**config.mk**
```make
export PLATFORM = sky130hd
export DESIGN_NAME = round_robin_request_dispatcher_unit
export DESIGN_NICKNAME = d
export VERILOG_FILES = /design/src/hw/rtl/rrd_pkg.sv /design/src/hw/rtl/round_robin_request_dispatcher_unit.sv
export SDC_FILE = /design/constraint.sdc
export NUM_CORES = 2
export LEC_CHECK = 0
export BUFFER_PORTS_ARGS = -buffer_cell sky130_fd_sc_hd__buf_4
export CAP_MARGIN = 20
export CORE_ASPECT_RATIO = 1.2
export CORE_MARGIN = 2
export CORE_UTILIZATION = 50
export DETAILED_ROUTE_END_ITERATION = 8
export GPL_ROUTABILITY_DRIVEN = 0
export PLACE_DENSITY = 0.77
export REMOVE_ABC_BUFFERS = 1
export SYNTH_ARGS = -nofsm -noshare
export SYNTH_HDL_FRONTEND = slang
export SYNTH_SLANG_ARGS = --single-unit
```
**constraint.sdc**
```tcl
create_clock -name clk -period 12.65 [get_ports clk]
set_input_delay 0 -clock clk [delete_from_list [all_inputs] [get_ports clk]]
set_output_delay 0 -clock clk [all_outputs]
set_load 0.01 [all_outputs]
```
**src/hw/rtl/rrd_pkg.sv**
```systemverilog
// rrd_pkg: shared types and constants for the round-robin request dispatcher.
// Holds the transfer payload structs, operation/result codes and the FSM state type.
// No dependencies.
package rrd_pkg;

  localparam int NUM_SERVERS_DEF = 16;
  localparam int ID_W            = 6;
  localparam int TIME_W          = 32;
  localparam int WORK_W          = 48;
  localparam int END_W           = TIME_W + 1;

  typedef enum logic [0:0] {
    OP_REQUEST = 1'b0,
    OP_REPORT  = 1'b1
  } op_t;

  typedef enum logic [1:0] {
    KIND_ASSIGNED = 2'd0,
    KIND_DROPPED  = 2'd1,
    KIND_REPORT   = 2'd2
  } kind_t;

  typedef struct packed {
    op_t                operation;
    logic [TIME_W-1:0]  arrival_time;
    logic [TIME_W-1:0]  duration;
  } req_t;

  typedef struct packed {
    kind_t              kind;
    logic [ID_W-1:0]    server_id;
    logic [WORK_W-1:0]  work_amount;
    logic               last;
  } rsp_t;

  typedef enum logic [3:0] {
    ST_IDLE,
    ST_FREE,
    ST_FREE_END,
    ST_PICK,
    ST_UPDATE,
    ST_MAX,
    ST_MAX_END,
    ST_EMIT_RD,
    ST_EMIT_CHK
  } state_t;

endpackage

```
**src/hw/rtl/round_robin_request_dispatcher_unit.sv**
```systemverilog
// A request reads each server's end time in turn, then picks a free server and updates
// its end time and work total; a dropped request skips the update. A report scans all
// work totals for the max, then reads each server's total in turn and emits those equal
// to the max. A new request is taken only in idle, once the last one is through.
// Output stalls hold the FSM.
// Sync active-high reset clears busy/work-valid flags, pointer and FSM; valid bits zero totals.
module round_robin_request_dispatcher_unit #(
  parameter int NUM_SERVERS = rrd_pkg::NUM_SERVERS_DEF
) (
  input  logic          clk,
  input  logic          rst,
  input  logic          req_valid,
  output logic          req_ready,
  input  rrd_pkg::req_t req,
  output logic          rsp_valid,
  input  logic          rsp_ready,
  output rrd_pkg::rsp_t rsp
);
  import rrd_pkg::*;

  localparam int IDX_W = (NUM_SERVERS > 1) ? $clog2(NUM_SERVERS) : 1;
  localparam int PTR_W = $clog2(NUM_SERVERS + 1);
  localparam logic [PTR_W-1:0] LAST_CNT = PTR_W'(NUM_SERVERS - 1);

  state_t state, state_next;

  logic [PTR_W-1:0]       cnt;
  logic [IDX_W-1:0]       cnt_idx;
  logic [TIME_W-1:0]      arr;
  logic [TIME_W-1:0]      dur;
  logic [NUM_SERVERS-1:0] busy;
  logic [NUM_SERVERS-1:0] work_vld;
  logic [PTR_W-1:0]       ptr;

  // state memories
  logic [END_W-1:0]  end_mem  [NUM_SERVERS];
  logic [WORK_W-1:0] work_mem [NUM_SERVERS];

  logic [END_W-1:0]  end_q;
  logic [WORK_W-1:0] work_q;
  logic              work_vld_q;
  logic              rd_vld;
  logic [IDX_W-1:0]  rd_idx;
  logic [WORK_W-1:0] work_eff;

  logic [WORK_W-1:0] mx;
  logic [IDX_W-1:0]  mx_idx;
  logic [IDX_W-1:0]  pick;

  // pick search
  logic [NUM_SERVERS-1:0] free_v;
  logic [NUM_SERVERS-1:0] cand_v;
  logic [IDX_W-1:0]       free_idx;
  logic [IDX_W-1:0]       cand_idx;
  logic [IDX_W-1:0]       pick_next;
  logic                   any_free;

  // control
  logic       slot_free;
  logic       scan_issue;
  logic       pick_issue;
  logic       assign_emit;
  logic       emit_step;
  logic       match;
  logic       rsp_load;
  rsp_t       rsp_next;
  logic [IDX_W-1:0]  work_addr;
  logic [WORK_W:0]   work_sum;
  logic [WORK_W-1:0] work_new;
  logic [END_W-1:0]  end_new;
  logic [END_W-1:0]  arr_plus1;

  assign cnt_idx   = cnt[IDX_W-1:0];
  assign slot_free = !rsp_valid || rsp_ready;
  assign req_ready = (state == ST_IDLE);
  assign work_eff  = work_vld_q ? work_q : '0;
  assign match     = (work_eff == mx);

  assign work_sum  = {1'b0, work_eff} + (WORK_W + 1)'(dur);
  assign work_new  = work_sum[WORK_W] ? '1 : work_sum[WORK_W-1:0];
  assign end_new   = END_W'(arr) + END_W'(dur);
  assign arr_plus1 = END_W'(arr) + END_W'(1);

  // lowest free server at or above the pointer, else lowest free overall
  always_comb begin
    free_v   = ~busy;
    cand_v   = '0;
    free_idx = '0;
    cand_idx = '0;
    for (int i = 0; i < NUM_SERVERS; i++) begin
      cand_v[i] = free_v[i] && (PTR_W'(i) >= ptr);
    end
    for (int i = NUM_SERVERS - 1; i >= 0; i--) begin
      if (free_v[i]) begin
        free_idx = IDX_W'(i);
      end
      if (cand_v[i]) begin
        cand_idx = IDX_W'(i);
      end
    end
    any_free  = |free_v;
    pick_next = (|cand_v) ? cand_idx : free_idx;
  end

  // next state
  always_comb begin
    state_next = state;
    unique case (state)
      ST_IDLE: begin
        if (req_valid) begin
          state_next = (req.operation == OP_REPORT) ? ST_MAX : ST_FREE;
        end
      end
      ST_FREE: begin
        if (cnt == LAST_CNT) begin
          state_next = ST_FREE_END;
        end
      end
      ST_FREE_END: state_next = ST_PICK;
      ST_PICK: begin
        if (any_free) begin
          state_next = ST_UPDATE;
        end else if (slot_free) begin
          state_next = ST_IDLE;
        end
      end
      ST_UPDATE: begin
        if (slot_free) begin
          state_next = ST_IDLE;
        end
      end
      ST_MAX: begin
        if (cnt == LAST_CNT) begin
          state_next = ST_MAX_END;
        end
      end
      ST_MAX_END: state_next = ST_EMIT_RD;
      ST_EMIT_RD: state_next = ST_EMIT_CHK;
      ST_EMIT_CHK: begin
        if (emit_step) begin
          state_next = (cnt == LAST_CNT) ? ST_IDLE : ST_EMIT_RD;
        end
      end
      default: state_next = ST_IDLE;
    endcase
  end

  // outputs of the FSM
  always_comb begin
    scan_issue  = 1'b0;
    pick_issue  = 1'b0;
    assign_emit = 1'b0;
    emit_step   = 1'b0;
    rsp_load    = 1'b0;
    rsp_next    = '{kind: KIND_DROPPED, server_id: '0, work_amount: '0, last: 1'b1};
    unique case (state) inside
      ST_FREE, ST_MAX, ST_EMIT_RD: scan_issue = 1'b1;
      ST_PICK: begin
        pick_issue = any_free;
        rsp_load   = !any_free && slot_free;
      end
      ST_UPDATE: begin
        assign_emit = slot_free;
        rsp_load    = slot_free;
        rsp_next    = '{kind: KIND_ASSIGNED, server_id: ID_W'(pick),
                        work_amount: '0, last: 1'b1};
      end
      ST_EMIT_CHK: begin
        emit_step = !match || slot_free;
        rsp_load  = match && slot_free;
        rsp_next  = '{kind: KIND_REPORT, server_id: ID_W'(cnt_idx),
                      work_amount: work_eff, last: (cnt_idx == mx_idx)};
      end
      default: ;
    endcase
  end

  assign work_addr = pick_issue ? pick_next : cnt_idx;

  // end-time memory (holds arrival + duration)
  always_ff @(posedge clk) begin
    if (assign_emit) begin
      end_mem[pick] <= end_new;
    end
    if (scan_issue) begin
      end_q <= end_mem[cnt_idx];
    end
  end

  // work-total memory
  always_ff @(posedge clk) begin
    if (assign_emit) begin
      work_mem[pick] <= work_new;
    end
    if (scan_issue || pick_issue) begin
      work_q <= work_mem[work_addr];
    end
  end

  always_ff @(posedge clk) begin
    if (rst) begin
      state      <= ST_IDLE;
      cnt        <= '0;
      busy       <= '0;
      work_vld   <= '0;
      ptr        <= '0;
      rd_vld     <= 1'b0;
      work_vld_q <= 1'b0;
      rsp_valid  <= 1'b0;
    end else begin
      state  <= state_next;
      rd_vld <= scan_issue;
      if (scan_issue || pick_issue) begin
        work_vld_q <= work_vld[work_addr];
      end

      unique case (state) inside
        ST_IDLE:                  cnt <= '0;
        ST_FREE, ST_MAX:          cnt <= cnt + PTR_W'(1);
        ST_MAX_END:               cnt <= '0;
        ST_EMIT_CHK: begin
          if (emit_step) begin
            cnt <= cnt + PTR_W'(1);
          end
        end
        default: ;
      endcase

      // expiry: end time (stored value minus one) at or before arrival
      if (rd_vld && (state == ST_FREE || state == ST_FREE_END)) begin
        if (busy[rd_idx] && end_q <= arr_plus1) begin
          busy[rd_idx] <= 1'b0;
        end
      end

      if (assign_emit) begin
        busy[pick]     <= 1'b1;
        work_vld[pick] <= 1'b1;
        ptr            <= PTR_W'(pick) + PTR_W'(1);
      end

      if (rsp_load) begin
        rsp_valid <= 1'b1;
      end else if (rsp_ready) begin
        rsp_valid <= 1'b0;
      end
    end
  end

  // payload registers
  always_ff @(posedge clk) begin
    rd_idx <= cnt_idx;
    if (req_valid && req_ready) begin
      arr    <= req.arrival_time;
      dur    <= req.duration;
      mx     <= '0;
      mx_idx <= '0;
    end
    // ties move the index up, so mx_idx ends on the highest busiest server
    if (rd_vld && (state == ST_MAX || state == ST_MAX_END) && work_eff >= mx) begin
      mx     <= work_eff;
      mx_idx <= rd_idx;
    end
    if (pick_issue) begin
      pick <= pick_next;
    end
    if (rsp_load) begin
      rsp <= rsp_next;
    end
  end

endmodule

```
---- After elaboration in Yosys (flattened, before gate mapping) ----
Memories as Yosys holds them, arrays and structs flattened. A register that Yosys moved wholly into a read port is not among the register bits.
Cells that the tools add are included.
operators by class
  multiply operators ...................... 0
  reductions and logical operators ........ 44
  divide/modulo/power cells ............... 0
  bitwise operators ....................... 5
  shift operators ......................... 0
  add/subtract/negate cells ............... 5
  multiplexer cells ....................... 73
  magnitude comparators ................... 23
  equality and inequality tests ........... 15
operators with widths
  operator                                                          count
  2-to-1 mux 48 bit                                                 4
  2-to-1 mux 4 bit                                                  42
  case mux 57 bit (2 select lines)                                  1
  2-to-1 mux 16 bit                                                 4
  adder 48 x 32 -> 49 bit                                           1
  equality test 48 bit                                              1
  greater-or-equal comparator 48 bit                                1
  greater-or-equal comparator 4 x 5 -> 1 bit, first input constant  8
  case mux 4 bit (9 select lines)                                   1
  adder 32 x 1 -> 33 bit, second input constant                     1
  adder 32 x 32 -> 33 bit                                           1
  less-or-equal comparator 33 bit                                   1
  inverter 16 bit                                                   2
  bitwise OR 16 bit                                                 2
  OR reduction 16 bit                                               2
  logical AND 1 bit                                                 25
  greater-or-equal comparator 3 x 5 -> 1 bit, first input constant  4
  AND 16 bit                                                        1
  equality test 4 x 3 -> 1 bit, second input constant               4
  < comparator 4 x 5 -> 1 bit, second input constant                3
  case mux 5 bit (3 select lines)                                   1
  2-to-1 mux 1 bit                                                  12
  greater-or-equal comparator 1 x 5 -> 1 bit, first input constant  2
  greater-or-equal comparator 2 x 5 -> 1 bit, first input constant  2
  other kinds (23)                                                  39
word-level totals
  memory bits (read-only) ................. 0
  RAM bits ................................ 1296
  memories kept ........................... 2
  latch bits .............................. 0
  input port bits ......................... 69
  output and inout port bits .............. 59
  logic and storage cells ................. 185
  bits in registers ....................... 230
memory list
  memory    depth  bits a word  rd ports  clocked after Yosys merged registers in  wr ports  RTL line                                   text
  work_mem  16     48           1         1                                        1         round_robin_request_dispatcher_unit.sv:37  logic [WORK_W-1:0] work_mem [NUM_SERVERS];
  end_mem   16     33           1         1                                        1         round_robin_request_dispatcher_unit.sv:36  logic [END_W-1:0] end_mem [NUM_SERVERS];

---- Logic depth before layout (Yosys ltp) ----
  word-level depth ........................ 22
  gate-level depth with buffers ........... 19
  gate-level depth less buffers ........... 17

---- Worst setup path after synthesis ----
No wires, ideal clock.
  path type ............................... register -> register
  start point ............................. reg state[2]
  end point ............................... mem end_mem[2][0] (netlist name), enable pin
  arrival time ............................ 7.457 ns
  buffers on the path ..................... 2
  data required time ...................... 12.026 ns
  cell stages (with the launch flop) ...... 8
  path slack .............................. 4.569 ns
  setup time .............................. 0.624 ns
  period minus slack after synthesis ...... 8.081 ns
  cells stage by stage .................... dfxtp_1 buf_2 nor2b_1 nor3b_1 nor2b_1 clkbuf_1 nand2_1 nor3_1
between the ends
  cells in the longest elaborated chain, start to end .. 4
RTL lines
  what                                    RTL line                                    text
  start: declaration                      round_robin_request_dispatcher_unit.sv:25   state_t state, state_next;
  start signal: assignment                round_robin_request_dispatcher_unit.sv:211  state <= state_next;
  equality test 4 x 3 -> 1 bit            -
  2-to-1 mux 1 bit                        round_robin_request_dispatcher_unit.sv:156  unique case (state) inside
  2-to-1 mux 1 bit                        round_robin_request_dispatcher_unit.sv:182  if (assign_emit) begin
  2-to-1 mux 1 bit (not written as such)  round_robin_request_dispatcher_unit.sv:183  end_mem[pick] <= end_new;
  end: declaration                        round_robin_request_dispatcher_unit.sv:36
No other way between the ends.

---- Worst setup path after layout ----
  start point ............................. reg work_vld_q
  end point ............................... reg rsp[47] (netlist name), enable pin
between the ends
  cells in the longest elaborated chain, start to end .. 4
RTL lines
  what                             RTL line                                    text
  start: declaration               round_robin_request_dispatcher_unit.sv:41   logic work_vld_q;
  start signal: assignment         round_robin_request_dispatcher_unit.sv:214  work_vld_q <= work_vld[work_addr];
  2-to-1 mux 48 bit                round_robin_request_dispatcher_unit.sv:76   assign work_eff = work_vld_q ? work_q : '0;
  via work_eff[41]                 round_robin_request_dispatcher_unit.sv:44   logic [WORK_W-1:0] work_eff;
  equality test 48 bit             round_robin_request_dispatcher_unit.sv:77   assign match = (work_eff == mx);
  logical AND 1 bit                round_robin_request_dispatcher_unit.sv:170  rsp_load = match && slot_free;
  case mux 1 bit (3 select lines)  round_robin_request_dispatcher_unit.sv:156
  via rsp_load                     round_robin_request_dispatcher_unit.sv:65   logic rsp_load;
  end signal: assignment           round_robin_request_dispatcher_unit.sv:268  rsp <= rsp_next;
  end: declaration                 round_robin_request_dispatcher_unit.sv:17   output rrd_pkg::rsp_t rsp
The timed path passes the listed nets, and every way through them passes these cells.
A chain may end at the register's enable or synchronous reset.

==> key figures <==
Pwr
  • Pwr/cell area: 193 mW/mm2
  • P_sw: 4.38 mW
  • Tot Pwr: 14.9 mW
  • Clock share of power: 28.8%
  • Comb power frac: 21.7%
  • Cell Int Power: 10.5 mW
  • Leakage: 25.9 nW
  • Sw Share: 29.4%
  • Worst vdd ir: 160 uV
  • Share of power burned in registers: 49.6%

Timing
  • Final period utilization: 45.0%
  • RSZ-0062 raised after global routing: no
  • Final Setup Violations: 0
  • Post-route setup TNS: 0 ps
  • Worst setup margin: 6950 ps
  • Hold WS: 52.0 ps
  • Worst clock skew: 24.7 ps
  • Min cycle time layout: 5700 ps
  • Final hold violations: 0
  • Fin. max-slew vios: 0
  • Relative slew margins: 20.1%
  • Slew at the pin closest to its max-slew limit: 1200 ps
  • Fmax achieved: 0.175 GHz

Yosys
  • Number of synthesized register bits: 1605
  • Syn_area_per_cell: 16.0 um2
  • Main synth FF type: edfxtp_1
  • Post-synth EDFFs: 1552
  • Synth unique cells: 86
  • Synth warn: 0
  • Mapped Area: 0.0680 mm2
  • Seq/Total Area, Yosys: 70.1%
  • Post-synth ARST share: 0%
  • Synthesized instance count: 4256

Hold path
  • Worst hold path type: input port to flop
  • Hold depth: 2
  • Hold Startpoint: req[3]

Place
  • DPL Wire Length: 101000 um
  • Post-place setup slack: 7100 ps
  • I/O Buffers: 125
  • DP Area: 0.0709 mm2
  • Post-placement cell count: 6026

Critical path
  • Worst EP required: 13040 ps
  • Worst Setup SP: work_vld_q$_SDFFE_PP0P_
  • CP arrival: 6090 ps
  • Worst Setup End Kind: flop
  • Crit-path max FO: 38
  • Reg2reg start: work_vld_q$_SDFFE_PP0P_
  • Setup crit start kind: flop
  • Reg2reg path depth: 11
  • Kind of critical path: flop to flop

CTS
  • Worst-path clk slew: 60 ps
  • Clk sinks: 1605
  • CTS tree: yes
  • Root Driver: clkbuf_16
  • Worst skew pair latency: 780 ps
  • CTS Buffer Depth: 3
  • Cts repair resizes: 0
  • Cts bufs inserted: 148
  • H-tree levels: 4

Routing
  • Via count: 41400
  • Routed Antenna Nets: 0
  • Routed WL: 184000 um
  • Via/cell ratio: 6.42
  • Residual DRC: 0
  • Iteration-0 DRC Markers: 5600
  • Avg WL per Cell: 28.5 um
  • Router iterations before antenna repair: 6

Layout
  • Post-layout instance area: 0.0770 mm2
  • Non-Filler Instances: 6446
  • Fill count: 9955
  • Register area: 0.0477 mm2
  • Synthesis-to-layout area growth: 13.2%
  • Util after Layout: 56.9%
  • # nets final: 4753
  • Layout cells sized above 1: 15.1%
  • Area of the multi-input gates: 0.0189 mm2

GRT
  • Largest net degree at the start of global routing: 201
  • Initial antenna violation count: 4
  • First-pass GRT wire length: 265000 um
  • Total Routing Usage GR: 26.0%
  • Global route overflow: 0
  • Vias in the first global route: 40700

Status
  • Status: finished clean

Floorplan
  • Io pins: 128
  • FP Rows: 148
  • Core area: 0.135 mm2
  • Die Y: 408 um
  • Die area: 0.139 mm2
  • Initial Utilization: 50.3%
  • Die Wd: 341 um

Run
  • MaxCap Viol Count: 0
-- power by group through the flow --
stage,combinational (mW),sequential [mW],clock [mW]
global route,3.47,7.40,4.49
floorplan,2.13,7.40,0
CTS,3.09,7.39,4.31
detailed placement,3.03,7.49,0
finish,3.22,7.38,4.28
global placement,2.91,7.49,0
-- cells in the mapped netlist, types with 53 or more instances --
| library cell | count | area [um2] |
|---|---|---|
| a21o_1 | 65 | 488 |
| a31oi_1 | 109 | 682 |
| and3_1 | 114 | 713 |
| nand2_1 | 267 | 1000 |
| ha_1 | 152 | 1900 |
| edfxtp_1 | 1552 | 46600 |
| mux4_2 | 168 | 3780 |
| a2111oi_0 | 99 | 867 |
| nor2_1 | 247 | 927 |
| and4_1 | 60 | 526 |
| a21oi_1 | 93 | 465 |
| clkbuf_1 | 136 | 510 |
| mux2i_1 | 196 | 1960 |
| o21ai_0 | 53 | 265 |
| inv_1 | 145 | 544 |
| dfxtp_1 | 53 | 1060 |
-- layout make-up --
cell class	count	share of cell area, %
multi-input cells	2270	24.5
repair buffers	359	4.00
clock inverters	83	0.874
well taps	1800	2.93
clock buffers	181	5.05
diodes	2	0.00650
inverters	146	0.712
flip-flops and latches	1605	61.9
-- placed cells by master (no fill, tap or decap), types with 10 or more instances in the layout --
master	instances
inv_1	145
and3_1	113
xor2_1	48
nor3_1	35
a31oi_1	109
a2111oi_0	99
nand4_1	42
nor2b_1	24
inv_6	10
a21oi_1	93
a32oi_1	49
nor2_1	233
xnor2_1	45
nand2b_1	20
o21ai_0	53
a211oi_1	37
a21o_1	65
clkbuf_1	30
o211ai_1	13
a2bb2oi_1	50
clkinv_1	32
mux4_2	168
mux2_2	46
clkbuf_16	151
ha_1	152
clkinv_2	17
dlygate4sd3_1	134
buf_4	221
nor2_4	15
and4_1	60
dfxtp_1	48
o21a_1	24
nor4_1	17
edfxtp_1	1552
mux2i_1	196
nand3_1	40
nand2_1	263
-- worst max-delay path, cell delays in order (launching register included) --
cell and delay, ps:
dfxtp_2 750, buf_4 510, nand2_1 210, inv_1 160
ha_1 180, nand2_1 90, nor4_1 740, nand4_1 450
nor4_1 720, nor2_1 170, nor2_4 570, buf_4 670
-- final timing paths --
path,end,slack (ps)
worst max register to register,rsp[47]$_DFFE_PP_,6950
worst min-delay path,dur[3]$_DFFE_PP_,50
worst min register to register,cnt[4]$_SDFFE_PP0P_,460
worst max-delay path,rsp[47]$_DFFE_PP_,6950
-- sequential cells by signal, indices dropped and copies added (netlist names), 16 cells and up --
name / flops
work_mem: 768
end_mem: 528
rsp: 55
mx: 48
work_q: 48
end_q: 33
arr: 32
dur: 32
busy: 16
work_vld: 16
-- metal layers --
metal,vias up,global-route usage (%),routed length (um)
met2,2746,41.9,87800
met3,513,5.19,20800
met1,20700,33.8,65700
li1,17400,-,-
met4,4,12.6,9250
met5,-,0,26
-- cell families after synthesis --
family,after synthesis,synth area share (%)
multiplexers,419,9.36
flip-flops,1605,70.1
buffers and inverters,382,2.56
AO/OA/AOI/OAI,687,7.34
XOR/XNOR,93,1.20
AND/OR/NAND/NOR,915,6.63
other,1,0.00551
adder cells (fa/ha/maj),154,2.85
-- what timing repair did --
action | 4_1_cts | 5_1_grt
hold buffers | 134 | 0
buffers inserted | 0 | 0
hold endpoints to repair | 130 | 0
Power figures use the tool's default switching activity.
